==> src/pais_pkg.sv <==
// ----------------------------------------------------------------------------
// pais_pkg
// Shared types and constants for the positional array block: item formats,
// operation and status codes, and the controller/datapath command interface.
// ----------------------------------------------------------------------------
`default_nettype none

package pais_pkg;

    localparam int DEPTH  = 64;
    localparam int AW     = $clog2(DEPTH);
    localparam int CW     = $clog2(DEPTH + 1);

    localparam int FUNC_W = 3;
    localparam int VAL_W  = 32;
    localparam int POS_W  = 7;
    localparam int STAT_W = 3;
    localparam int IDX_W  = 6;
    localparam int CNT_W  = 7;

    typedef enum logic [FUNC_W-1:0] {
        F_CLEAR   = 3'd0,
        F_INSERT  = 3'd1,
        F_DELETE  = 3'd2,
        F_SEARCH  = 3'd3,
        F_DISPLAY = 3'd4
    } t_func;

    typedef enum logic [STAT_W-1:0] {
        ST_OK       = 3'd0,
        ST_FULL     = 3'd1,
        ST_EMPTY    = 3'd2,
        ST_BADPOS   = 3'd3,
        ST_NOTFOUND = 3'd4
    } t_status;

    typedef struct packed {
        logic [FUNC_W-1:0]       func;
        logic signed [VAL_W-1:0] value;
        logic [POS_W-1:0]        position;
    } t_in_item;

    typedef struct packed {
        logic [STAT_W-1:0]       status;
        logic signed [VAL_W-1:0] data;
        logic [IDX_W-1:0]        index;
        logic [CNT_W-1:0]        count;
        logic                    last;
    } t_out_item;

    typedef enum logic [2:0] {
        PTR_HOLD  = 3'd0,
        PTR_ZERO  = 3'd1,
        PTR_COUNT = 3'd2,
        PTR_POS   = 3'd3,
        PTR_INC   = 3'd4,
        PTR_DEC   = 3'd5
    } t_ptr_op;

    typedef enum logic [1:0] {
        RS_PTR    = 2'd0,
        RS_PTR_M1 = 2'd1,
        RS_PTR_P1 = 2'd2
    } t_rsel;

    typedef enum logic {
        WS_SHIFT = 1'b0,
        WS_NEW   = 1'b1
    } t_wsel;

    typedef struct packed {
        logic    load_item;
        logic    res_clr;
        logic    res_data_ld;
        logic    res_idx_ld;
        logic    cnt_clr;
        logic    cnt_inc;
        logic    cnt_dec;
        t_ptr_op ptr_op;
        logic    rd_en;
        t_rsel   rd_sel;
        logic    wr_en;
        t_wsel   wr_sel;
        logic    out_ld;
        logic    out_disp;
        t_status status;
    } t_cmd;

    typedef struct packed {
        t_func func;
        logic  cnt_zero;
        logic  cnt_full;
        logic  pos_gt_cnt;
        logic  pos_ge_cnt;
        logic  ptr_gt_pos;
        logic  ptr_p1_lt_cnt;
        logic  ptr_lt_cnt;
        logic  ptr_last;
        logic  match;
        logic  out_free;
    } t_stat;

endpackage

`default_nettype wire

==> src/pais_ram.sv <==
// ----------------------------------------------------------------------------
// pais_ram
// Generic simple dual-port RAM: one write port, one read port, registered
// read data that holds until the next read.
// ----------------------------------------------------------------------------
`default_nettype none

module pais_ram #(
    parameter int WIDTH = 32,
    parameter int DEPTH = 64
) (
    input  wire logic                     i_clk,
    input  wire logic                     i_wr_en,
    input  wire logic [$clog2(DEPTH)-1:0] i_wr_addr,
    input  wire logic [WIDTH-1:0]         i_wr_data,
    input  wire logic                     i_rd_en,
    input  wire logic [$clog2(DEPTH)-1:0] i_rd_addr,
    output logic      [WIDTH-1:0]         o_rd_data
);

    logic [WIDTH-1:0] r_mem [DEPTH];
    logic [WIDTH-1:0] r_rd_data;

    always_ff @(posedge i_clk) begin
        if (i_wr_en) begin
            r_mem[i_wr_addr] <= i_wr_data;
        end
        if (i_rd_en) begin
            r_rd_data <= r_mem[i_rd_addr];
        end
    end

    assign o_rd_data = r_rd_data;

endmodule

`default_nettype wire

==> src/pais_dp.sv <==
// ----------------------------------------------------------------------------
// pais_dp
// Datapath: latched item, fill count, entry pointer, entry memory, result
// staging and the output register.
// ----------------------------------------------------------------------------
`default_nettype none

module pais_dp (
    input  wire logic              i_clk,
    input  wire logic              i_rst_n,
    input  wire pais_pkg::t_in_item i_in_data,
    input  wire pais_pkg::t_cmd    i_cmd,
    output pais_pkg::t_stat        o_stat,
    input  wire logic              i_out_stall,
    output logic                   o_out_valid,
    output pais_pkg::t_out_item    o_out_data
);

    pais_pkg::t_func                       r_func;
    logic signed [pais_pkg::VAL_W-1:0]     r_value;
    logic [pais_pkg::POS_W-1:0]            r_pos;
    logic [pais_pkg::CW-1:0]               r_count;
    logic [pais_pkg::CW-1:0]               r_ptr;
    logic [pais_pkg::VAL_W-1:0]            r_res_data;
    logic [pais_pkg::IDX_W-1:0]            r_res_idx;
    logic                                  r_out_valid;
    pais_pkg::t_out_item                   r_out;

    logic [pais_pkg::CW-1:0]               w_ptr_m1;
    logic [pais_pkg::CW:0]                 w_ptr_p1;
    logic [31:0]                           w_pos_x;
    logic [31:0]                           w_cnt_x;
    logic [31:0]                           w_ptr_x;
    logic [31:0]                           w_ptr_p1_x;
    logic                                  w_wr_en;
    logic [pais_pkg::AW-1:0]               w_wr_addr;
    logic [pais_pkg::VAL_W-1:0]            w_wr_data;
    logic [pais_pkg::AW-1:0]               w_rd_addr;
    logic [pais_pkg::VAL_W-1:0]            w_rd_data;
    logic                                  w_out_free;

    assign w_ptr_m1   = r_ptr - pais_pkg::CW'(1);
    assign w_ptr_p1   = {1'b0, r_ptr} + (pais_pkg::CW+1)'(1);
    assign w_pos_x    = 32'(r_pos);
    assign w_cnt_x    = 32'(r_count);
    assign w_ptr_x    = 32'(r_ptr);
    assign w_ptr_p1_x = 32'(w_ptr_p1);
    assign w_out_free = !r_out_valid || !i_out_stall;

    always_comb begin
        w_rd_addr = r_ptr[pais_pkg::AW-1:0];
        case (i_cmd.rd_sel)
            pais_pkg::RS_PTR:    w_rd_addr = r_ptr[pais_pkg::AW-1:0];
            pais_pkg::RS_PTR_M1: w_rd_addr = w_ptr_m1[pais_pkg::AW-1:0];
            pais_pkg::RS_PTR_P1: w_rd_addr = w_ptr_p1[pais_pkg::AW-1:0];
            default:             w_rd_addr = r_ptr[pais_pkg::AW-1:0];
        endcase
    end

    always_comb begin
        w_wr_en   = i_cmd.wr_en;
        w_wr_addr = r_ptr[pais_pkg::AW-1:0];
        w_wr_data = w_rd_data;
        case (i_cmd.wr_sel)
            pais_pkg::WS_SHIFT: begin
                w_wr_addr = r_ptr[pais_pkg::AW-1:0];
                w_wr_data = w_rd_data;
            end
            pais_pkg::WS_NEW: begin
                w_wr_addr = r_pos[pais_pkg::AW-1:0];
                w_wr_data = r_value;
            end
            default: begin
                w_wr_addr = r_ptr[pais_pkg::AW-1:0];
                w_wr_data = w_rd_data;
            end
        endcase
    end

    pais_ram #(
        .WIDTH (pais_pkg::VAL_W),
        .DEPTH (pais_pkg::DEPTH)
    ) u_ram (
        .i_clk     (i_clk),
        .i_wr_en   (w_wr_en),
        .i_wr_addr (w_wr_addr),
        .i_wr_data (w_wr_data),
        .i_rd_en   (i_cmd.rd_en),
        .i_rd_addr (w_rd_addr),
        .o_rd_data (w_rd_data)
    );

    always_ff @(posedge i_clk) begin
        if (i_cmd.load_item) begin
            r_func  <= pais_pkg::t_func'(i_in_data.func);
            r_value <= i_in_data.value;
            r_pos   <= i_in_data.position;
        end

        case (i_cmd.ptr_op)
            pais_pkg::PTR_HOLD:  r_ptr <= r_ptr;
            pais_pkg::PTR_ZERO:  r_ptr <= '0;
            pais_pkg::PTR_COUNT: r_ptr <= r_count;
            pais_pkg::PTR_POS:   r_ptr <= pais_pkg::CW'(r_pos);
            pais_pkg::PTR_INC:   r_ptr <= w_ptr_p1[pais_pkg::CW-1:0];
            pais_pkg::PTR_DEC:   r_ptr <= w_ptr_m1;
            default:             r_ptr <= r_ptr;
        endcase

        if (i_cmd.res_clr) begin
            r_res_data <= '0;
            r_res_idx  <= '0;
        end else begin
            if (i_cmd.res_data_ld) begin
                r_res_data <= w_rd_data;
            end
            if (i_cmd.res_idx_ld) begin
                r_res_idx <= pais_pkg::IDX_W'(r_ptr);
            end
        end

        if (i_cmd.out_ld) begin
            r_out.status <= i_cmd.status;
            r_out.count  <= pais_pkg::CNT_W'(r_count);
            if (i_cmd.out_disp) begin
                r_out.data  <= w_rd_data;
                r_out.index <= pais_pkg::IDX_W'(r_ptr);
                r_out.last  <= (w_ptr_p1_x == w_cnt_x);
            end else begin
                r_out.data  <= r_res_data;
                r_out.index <= r_res_idx;
                r_out.last  <= 1'b1;
            end
        end

        if (!i_rst_n) begin
            r_count     <= '0;
            r_out_valid <= 1'b0;
        end else begin
            if (i_cmd.cnt_clr) begin
                r_count <= '0;
            end else if (i_cmd.cnt_inc) begin
                r_count <= r_count + pais_pkg::CW'(1);
            end else if (i_cmd.cnt_dec) begin
                r_count <= r_count - pais_pkg::CW'(1);
            end

            if (i_cmd.out_ld) begin
                r_out_valid <= 1'b1;
            end else if (!i_out_stall) begin
                r_out_valid <= 1'b0;
            end
        end
    end

    always_comb begin
        o_stat.func          = r_func;
        o_stat.cnt_zero      = (w_cnt_x == 32'd0);
        o_stat.cnt_full      = (w_cnt_x >= 32'(pais_pkg::DEPTH));
        o_stat.pos_gt_cnt    = (w_pos_x > w_cnt_x);
        o_stat.pos_ge_cnt    = (w_pos_x >= w_cnt_x);
        o_stat.ptr_gt_pos    = (w_ptr_x > w_pos_x);
        o_stat.ptr_p1_lt_cnt = (w_ptr_p1_x < w_cnt_x);
        o_stat.ptr_lt_cnt    = (w_ptr_x < w_cnt_x);
        o_stat.ptr_last      = (w_ptr_p1_x == w_cnt_x);
        o_stat.match         = (w_rd_data == r_value);
        o_stat.out_free      = w_out_free;
    end

    assign o_out_valid = r_out_valid;
    assign o_out_data  = r_out;

endmodule

`default_nettype wire

==> src/pais_ctrl.sv <==
// ----------------------------------------------------------------------------
// pais_ctrl
// Controller: sequences each operation over the datapath, at most one memory read
// or write step per cycle, and issues the result loads.
// ----------------------------------------------------------------------------
`default_nettype none

module pais_ctrl (
    input  wire logic           i_clk,
    input  wire logic           i_rst_n,
    input  wire logic           i_in_valid,
    output logic                o_in_stall,
    input  wire pais_pkg::t_stat i_stat,
    output pais_pkg::t_cmd      o_cmd
);

    typedef enum logic [11:0] {
        S_IDLE     = 12'b0000_0000_0001,
        S_DECODE   = 12'b0000_0000_0010,
        S_INS_NXT  = 12'b0000_0000_0100,
        S_INS_WR   = 12'b0000_0000_1000,
        S_DEL_RD   = 12'b0000_0001_0000,
        S_DEL_CAP  = 12'b0000_0010_0000,
        S_DEL_NXT  = 12'b0000_0100_0000,
        S_DEL_WR   = 12'b0000_1000_0000,
        S_SRCH_NXT = 12'b0001_0000_0000,
        S_SRCH_CMP = 12'b0010_0000_0000,
        S_DISP_RD  = 12'b0100_0000_0000,
        S_DISP_OUT = 12'b1000_0000_0000
    } t_state;

    t_state            r_state;
    t_state            n_state;
    logic              r_resp;
    logic              n_resp;
    pais_pkg::t_status r_status;
    pais_pkg::t_status n_status;

    always_comb begin
        n_state  = r_state;
        n_resp   = r_resp;
        n_status = r_status;

        o_cmd             = '0;
        o_cmd.ptr_op      = pais_pkg::PTR_HOLD;
        o_cmd.rd_sel      = pais_pkg::RS_PTR;
        o_cmd.wr_sel      = pais_pkg::WS_SHIFT;
        o_cmd.status      = r_status;
        o_in_stall        = 1'b1;

        if (r_resp) begin
            // single-result operations end here, waiting for the output slot
            if (i_stat.out_free) begin
                o_cmd.out_ld = 1'b1;
                n_resp       = 1'b0;
                n_state      = S_IDLE;
            end
        end else begin
            case (r_state)
                S_IDLE: begin
                    o_in_stall = !i_rst_n;
                    if (i_in_valid && i_rst_n) begin
                        o_cmd.load_item = 1'b1;
                        n_state         = S_DECODE;
                    end
                end
                S_DECODE: begin
                    o_cmd.res_clr = 1'b1;
                    case (i_stat.func)
                        pais_pkg::F_CLEAR: begin
                            o_cmd.cnt_clr = 1'b1;
                            n_status      = pais_pkg::ST_OK;
                            n_resp        = 1'b1;
                        end
                        pais_pkg::F_INSERT: begin
                            if (i_stat.cnt_full) begin
                                n_status = pais_pkg::ST_FULL;
                                n_resp   = 1'b1;
                            end else if (i_stat.pos_gt_cnt) begin
                                n_status = pais_pkg::ST_BADPOS;
                                n_resp   = 1'b1;
                            end else begin
                                o_cmd.ptr_op = pais_pkg::PTR_COUNT;
                                n_state      = S_INS_NXT;
                            end
                        end
                        pais_pkg::F_DELETE: begin
                            if (i_stat.cnt_zero) begin
                                n_status = pais_pkg::ST_EMPTY;
                                n_resp   = 1'b1;
                            end else if (i_stat.pos_ge_cnt) begin
                                n_status = pais_pkg::ST_BADPOS;
                                n_resp   = 1'b1;
                            end else begin
                                o_cmd.ptr_op = pais_pkg::PTR_POS;
                                n_state      = S_DEL_RD;
                            end
                        end
                        pais_pkg::F_SEARCH: begin
                            if (i_stat.cnt_zero) begin
                                n_status = pais_pkg::ST_EMPTY;
                                n_resp   = 1'b1;
                            end else begin
                                o_cmd.ptr_op = pais_pkg::PTR_ZERO;
                                n_state      = S_SRCH_NXT;
                            end
                        end
                        pais_pkg::F_DISPLAY: begin
                            if (i_stat.cnt_zero) begin
                                n_status = pais_pkg::ST_EMPTY;
                                n_resp   = 1'b1;
                            end else begin
                                o_cmd.ptr_op = pais_pkg::PTR_ZERO;
                                n_state      = S_DISP_RD;
                            end
                        end
                        default: begin
                            n_state = S_IDLE;
                        end
                    endcase
                end
                S_INS_NXT: begin
                    if (i_stat.ptr_gt_pos) begin
                        o_cmd.rd_en  = 1'b1;
                        o_cmd.rd_sel = pais_pkg::RS_PTR_M1;
                        n_state      = S_INS_WR;
                    end else begin
                        o_cmd.wr_en   = 1'b1;
                        o_cmd.wr_sel  = pais_pkg::WS_NEW;
                        o_cmd.cnt_inc = 1'b1;
                        n_status      = pais_pkg::ST_OK;
                        n_resp        = 1'b1;
                    end
                end
                S_INS_WR: begin
                    o_cmd.wr_en  = 1'b1;
                    o_cmd.wr_sel = pais_pkg::WS_SHIFT;
                    o_cmd.ptr_op = pais_pkg::PTR_DEC;
                    n_state      = S_INS_NXT;
                end
                S_DEL_RD: begin
                    o_cmd.rd_en  = 1'b1;
                    o_cmd.rd_sel = pais_pkg::RS_PTR;
                    n_state      = S_DEL_CAP;
                end
                S_DEL_CAP: begin
                    o_cmd.res_data_ld = 1'b1;
                    n_state           = S_DEL_NXT;
                end
                S_DEL_NXT: begin
                    if (i_stat.ptr_p1_lt_cnt) begin
                        o_cmd.rd_en  = 1'b1;
                        o_cmd.rd_sel = pais_pkg::RS_PTR_P1;
                        n_state      = S_DEL_WR;
                    end else begin
                        o_cmd.cnt_dec = 1'b1;
                        n_status      = pais_pkg::ST_OK;
                        n_resp        = 1'b1;
                    end
                end
                S_DEL_WR: begin
                    o_cmd.wr_en  = 1'b1;
                    o_cmd.wr_sel = pais_pkg::WS_SHIFT;
                    o_cmd.ptr_op = pais_pkg::PTR_INC;
                    n_state      = S_DEL_NXT;
                end
                S_SRCH_NXT: begin
                    if (i_stat.ptr_lt_cnt) begin
                        o_cmd.rd_en  = 1'b1;
                        o_cmd.rd_sel = pais_pkg::RS_PTR;
                        n_state      = S_SRCH_CMP;
                    end else begin
                        n_status = pais_pkg::ST_NOTFOUND;
                        n_resp   = 1'b1;
                    end
                end
                S_SRCH_CMP: begin
                    if (i_stat.match) begin
                        o_cmd.res_idx_ld = 1'b1;
                        n_status         = pais_pkg::ST_OK;
                        n_resp           = 1'b1;
                    end else begin
                        o_cmd.ptr_op = pais_pkg::PTR_INC;
                        n_state      = S_SRCH_NXT;
                    end
                end
                S_DISP_RD: begin
                    o_cmd.rd_en  = 1'b1;
                    o_cmd.rd_sel = pais_pkg::RS_PTR;
                    n_state      = S_DISP_OUT;
                end
                S_DISP_OUT: begin
                    o_cmd.status = pais_pkg::ST_OK;
                    if (i_stat.out_free) begin
                        o_cmd.out_ld   = 1'b1;
                        o_cmd.out_disp = 1'b1;
                        if (i_stat.ptr_last) begin
                            n_state = S_IDLE;
                        end else begin
                            o_cmd.ptr_op = pais_pkg::PTR_INC;
                            n_state      = S_DISP_RD;
                        end
                    end
                end
                default: begin
                    n_state = S_IDLE;
                end
            endcase
        end
    end

    always_ff @(posedge i_clk) begin
        r_status <= n_status;
        if (!i_rst_n) begin
            r_state <= S_IDLE;
            r_resp  <= 1'b0;
        end else begin
            r_state <= n_state;
            r_resp  <= n_resp;
        end
    end

endmodule

`default_nettype wire

==> src/positional_array_insert_delete_search.sv <==
// ----------------------------------------------------------------------------
// positional_array_insert_delete_search
// Ordered array of signed entries with insert, delete, search and display.
// Clear and refused operations answer straight from decode; insert shifts the entries
// from the end up to the position, delete shifts the tail down, and search scans from 0.
// Display reads each item through the single registered RAM read before loading it out.
// One item is worked at a time; the next is taken once the last result is loaded.
// Synchronous reset empties the array (fill count 0); the RAM needs no clearing.
// ----------------------------------------------------------------------------
`default_nettype none

module positional_array_insert_delete_search (
    input  wire logic                i_clk,
    input  wire logic                i_rst_n,
    input  wire logic                i_in_valid,
    output logic                     o_in_stall,
    input  wire pais_pkg::t_in_item  i_in_data,
    output logic                     o_out_valid,
    input  wire logic                i_out_stall,
    output pais_pkg::t_out_item      o_out_data
);

    pais_pkg::t_cmd  w_cmd;
    pais_pkg::t_stat w_stat;

    pais_ctrl u_ctrl (
        .i_clk      (i_clk),
        .i_rst_n    (i_rst_n),
        .i_in_valid (i_in_valid),
        .o_in_stall (o_in_stall),
        .i_stat     (w_stat),
        .o_cmd      (w_cmd)
    );

    pais_dp u_dp (
        .i_clk       (i_clk),
        .i_rst_n     (i_rst_n),
        .i_in_data   (i_in_data),
        .i_cmd       (w_cmd),
        .o_stat      (w_stat),
        .i_out_stall (i_out_stall),
        .o_out_valid (o_out_valid),
        .o_out_data  (o_out_data)
    );

endmodule

`default_nettype wire

==> config.mk <==
export PLATFORM = sky130hd
export DESIGN_NAME = positional_array_insert_delete_search
export DESIGN_NICKNAME = d
export VERILOG_FILES = /design/src/pais_pkg.sv /design/src/pais_ram.sv /design/src/pais_dp.sv /design/src/pais_ctrl.sv /design/src/positional_array_insert_delete_search.sv
export SDC_FILE = /design/constraint.sdc
export NUM_CORES = 2
export LEC_CHECK = 0
export BUFFER_PORTS_ARGS = -buffer_cell sky130_fd_sc_hd__buf_2
export CORE_MARGIN = 3
export CORE_UTILIZATION = 30
export CTS_BUF_LIST = sky130_fd_sc_hd__clkbuf_2 sky130_fd_sc_hd__clkbuf_4 sky130_fd_sc_hd__clkbuf_8
export DETAILED_ROUTE_END_ITERATION = 8
export PLACE_DENSITY = 0.5
export SLEW_MARGIN = 20
export SYNTH_ARGS = -nofsm -noshare
export SYNTH_HDL_FRONTEND = slang
export SYNTH_SLANG_ARGS = --single-unit
==> constraint.sdc <==
create_clock -name i_clk -period 10 [get_ports i_clk]
set_clock_uncertainty 0.15 [all_clocks]
set_input_delay 2 -clock i_clk [delete_from_list [all_inputs] [get_ports i_clk]]
set_output_delay 2 -clock i_clk [all_outputs]
set_load 0.02 [all_outputs]
==> results.sh <==
export IMPL_status="finished clean"
export IMPL_synth_edf_count=2181
export IMPL_cts_buffer_depth=4
export IMPL_min_period_ps=7950
export IMPL_fmax_mhz=126
export IMPL_hold_viol_final=0
export IMPL_crit_family="compound AO/OA/AOI/OAI gates"
export IMPL_synth_seq_cells=2240
export IMPL_antenna_left=0
export IMPL_synthMuxAreaShare_pct=9.21
export IMPL_hold_slack_ps=296
export IMPL_synth_ff_type="edfxtp_1"
export IMPL_path_clk_slew_ps=60
export IMPL_setup_viol=0
export IMPL_vias_per_cell=5.38
export IMPL_cts_buffers=391
export IMPL_crit_required_ps=10600
export IMPL_gr_usage_all_layers_pct=18.7
export IMPL_io_buffers=96
export IMPL_die_x_um=551
export IMPL_crit_slowest_cell="a21oi_1"
export IMPL_synth_area_leaders="edfxtp_1 73%, mux4_2 7.4%, nand2_1 3.6%"
export IMPL_path_max_fanout=42
export IMPL_start_util_pct=30.3
export IMPL_synth_commonest_cells="2181 x edfxtp_1, 846 x nand2_1, 294 x mux4_2, 205 x nand3_1, 200 x clkbuf_1"
export IMPL_synth_most_common_cell="edfxtp_1"
export IMPL_dr_total_vias=53500
export IMPL_drive_gt1_share_pct=23.1
export IMPL_synth_cells=5384
export IMPL_yosysTopAreaCellShare_pct=73.4
export IMPL_grt_pass1_vias=51500
export IMPL_syn_area_um2=89300
export IMPL_cts_tree="yes"
export IMPL_num_rows=199
export IMPL_crit_chain="inv_1 -> nand2_1 -> nand2_1 -> ha_1 -> nand3_1 -> o22ai_1 -> nor2_1 -> o221ai_1 -> nor2_1 -> nand2_1 -> ha_1 -> buf_4 -> or2_2 -> o21a_4 -> buf_4 -> buf_4 -> mux4_2 -> a22oi_1 -> a21oi_1 -> a21oi_1 -> o211ai_1"
export IMPL_io_pins=97
export IMPL_grt_max_degree=134
export IMPL_place_inst=9274
export IMPL_synth_simple_area_share_pct=7.65
export IMPL_synth_compound_area_share_pct=5.79
export IMPL_rsz0062_at_grt="false"
export IMPL_worst_slew_pin_slew_ps=1190
export IMPL_pre_cts_ws_ps=2110
export IMPL_start_kind="flip-flop"
export IMPL_path_class="flip-flop to flip-flop"
export IMPL_maxCapViolCount=0
export IMPL_grt_antenna_before_repair=20
export IMPL_gr_total_overflow=0
export IMPL_syn2layout_area_growth_pct=15.5
export IMPL_async_reset_ff_share_pct=0
export IMPL_cts_setup_buffers=0
export IMPL_detail_route_iter0_violations=7245
export IMPL_tns_ps=0
export IMPL_ir_worst_vdd_mv=0.143
export IMPL_fin_nets=5832
export IMPL_slew_headroom_pct=20.3
export IMPL_wl_um=292000
export IMPL_cts_sinks=2240
export IMPL_yosysSeqAreaShare_pct=74.7
export IMPL_syn_num_nets=5468
export IMPL_p_per_area_nw_per_um2=178
export IMPL_top_usage_layer="met2"
export IMPL_critical_path_max_stage_delay_ps=900
export IMPL_ys_types=78
export IMPL_grt_util_met3_pct=3.92
export IMPL_grt_pass1_wl_um=407000
export IMPL_htree_levels=5
export IMPL_finalNonFillerCells=9941
export IMPL_cp_buffers_inverters=4
export IMPL_gp_congestion=0.888
export IMPL_postSynthAreaPerCell_um2=16.6
export IMPL_hold_path_class="flip-flop to flip-flop"
export IMPL_yosys_area_top_type="edfxtp_1"
export IMPL_slew_viol_final=0
export IMPL_drc_errors=0
export IMPL_hpwl_um=165000
export IMPL_grt_use_met2_pct=27.7
export IMPL_use_met1_pct=27.5
export IMPL_yosysWarnings=0
export IMPL_core_um2=295000
export IMPL_drt_pass1_iter_count=9
export IMPL_synthXorXnorAreaFrac_pct=0.432
export IMPL_fillCellCount=28000
export IMPL_routedWlPerCell_um=29.4
export IMPL_die_y_um=551
export IMPL_cts_hold_buf=0
export IMPL_synth_top_family_by_area="multiplexers"
export IMPL_dieArea_um2=304000
export IMPL_endpoint_kind="flip-flop"
export IMPL_clk_latency_ps=1080
export IMPL_r2r_slack_ps=2050
export IMPL_post_cts_resized=0
export IMPL_fin_crit_sh_pct=79.5
export IMPL_synthAdderAreaFrac_pct=0.541
export IMPL_p_leak_uw=0.0328
export IMPL_worstPathArrival_ps=8550
export IMPL_setup_ws_ps=2050
export IMPL_clock_tree_root_cell="clkbuf_8"
## final cells by class
type / instances / area (µm²) / area share, %
sequential: 2240 / 66700 / 64.7
antenna: 7 / 17.5 / 0.0170
clock inverter: 125 / 652 / 0.632
timing repair buffer: 304 / 2280 / 2.21
tap: 3919 / 4900 / 4.76
multi-input combinational: 2777 / 21900 / 21.2
clock buffer: 535 / 6530 / 6.33
inverter: 34 / 128 / 0.124
## where the power goes
part           internal (µW)  total (µW)  switching, µW
registers              10200       10200           36.7
clock network           4280        7920           3640
logic                   65.1         206            141
total                  14500       18400           3820
## per-stage QoR
step                      total power, µW  util [%]  instance area, µm²
final                               18400      34.9              103000
after global routing                19000      34.9              103000
after CTS                           18500      34.9              103000
after detailed placement            10600      32.5               95900
after global placement              10600      32.5               95700
after floorplan                     10500         -               89300
## cell families after synthesis
| logic type | count (synthesis) |
|---|---|
| compound gates | 736 |
| xor+xnor | 44 |
| fa+ha+maj | 38 |
| buf+inv | 367 |
| flops | 2240 |
| mux | 445 |
| simple gates | 1514 |
## worst register-to-register path, stage by stage, from the launching register on
cell      delay (ps)
edfxtp_1         810
inv_1            560
nand2_1          230
nand2_1           80
ha_1             300
nand3_1          130
o22ai_1          100
nor2_1           110
o221ai_1         170
nor2_1           180
nand2_1          130
ha_1             310
buf_4            410
or2_2            260
o21a_4           470
buf_4            610
buf_4            620
mux4_2           600
a22oi_1          240
a21oi_1          140
a21oi_1          900
o211ai_1         200
## placed cells by master (no fill, tap or decap), types with 14 or more instances in the layout
cell type  netlist  final
inv_1           34     34
o211ai_1        20     20
and3_1         100     99
a311oi_1        71     70
edfxtp_1      2181   2181
a22oi_1         89     89
xnor2_1         39     39
a22o_1          17     17
nor2_1         136     64
clkbuf_8         0    401
nor4_1          30     29
clkinv_1         0     81
ha_1            37     37
dfxtp_1         59     59
a31oi_1         61     61
buf_2           85     96
mux4_2         294    294
nand2b_1        17     17
buf_4            3    190
o22ai_1         25     25
a32o_1          15     15
clkinv_2         0     31
a211oi_1        38     36
and4b_1         16     16
nand3_1        205    204
nand4_1         35     35
mux2_2          69     62
nor2_4           0     68
nand2_1        846    843
a32oi_1         58     58
buf_12           0     14
o21ai_0         76     69
nor3_1          54     42
clkbuf_4         0    134
mux2i_1         82     82
a21oi_1        157    156
## final timing paths
kind / startpoint / end / depth (start not counted)
worst min register to register: u_dp.r_res_data[20]$_SDFFE_PP0P_ / u_dp.r_res_data[20]$_SDFFE_PP0P_ / 2
worst max register to register: u_dp.r_ptr[3]$_DFFE_PP_ / u_dp.u_ram.o_rd_data[20]$_DFFE_PP_ / 21
worst min-delay path: u_dp.r_res_data[20]$_SDFFE_PP0P_ / u_dp.r_res_data[20]$_SDFFE_PP0P_ / 2
worst max-delay path: u_dp.r_ptr[3]$_DFFE_PP_ / u_dp.u_ram.o_rd_data[20]$_DFFE_PP_ / 21
## state kept, by name, indices dropped and copies added (netlist names)
name	count
u_ctrl.r_resp	1
u_dp.r_count	7
u_dp.o_out_data	49
u_ctrl.r_state	12
u_ctrl.r_status	3
u_dp.u_ram.r_mem	2048
u_dp.o_out_valid	1
u_dp.r_value	32
u_dp.r_res_data	32
u_dp.r_ptr	7
u_dp.u_ram.o_rd_data	32
u_dp.r_res_idx	6
u_dp.r_pos	7
u_dp.r_func	3
## metal layers
layer / up-vias / routed length [µm] / part of all wire [%]
li1: 22100 / - / -
met1: 28200 / 127000 / 43
met2: 2685 / 128000 / 44
met3: 486 / 27300 / 9.3
met4: 6 / 9610 / 3.3
met5: - / 34 / 0.012
Note: power is estimated with default switching activity, not from simulation.
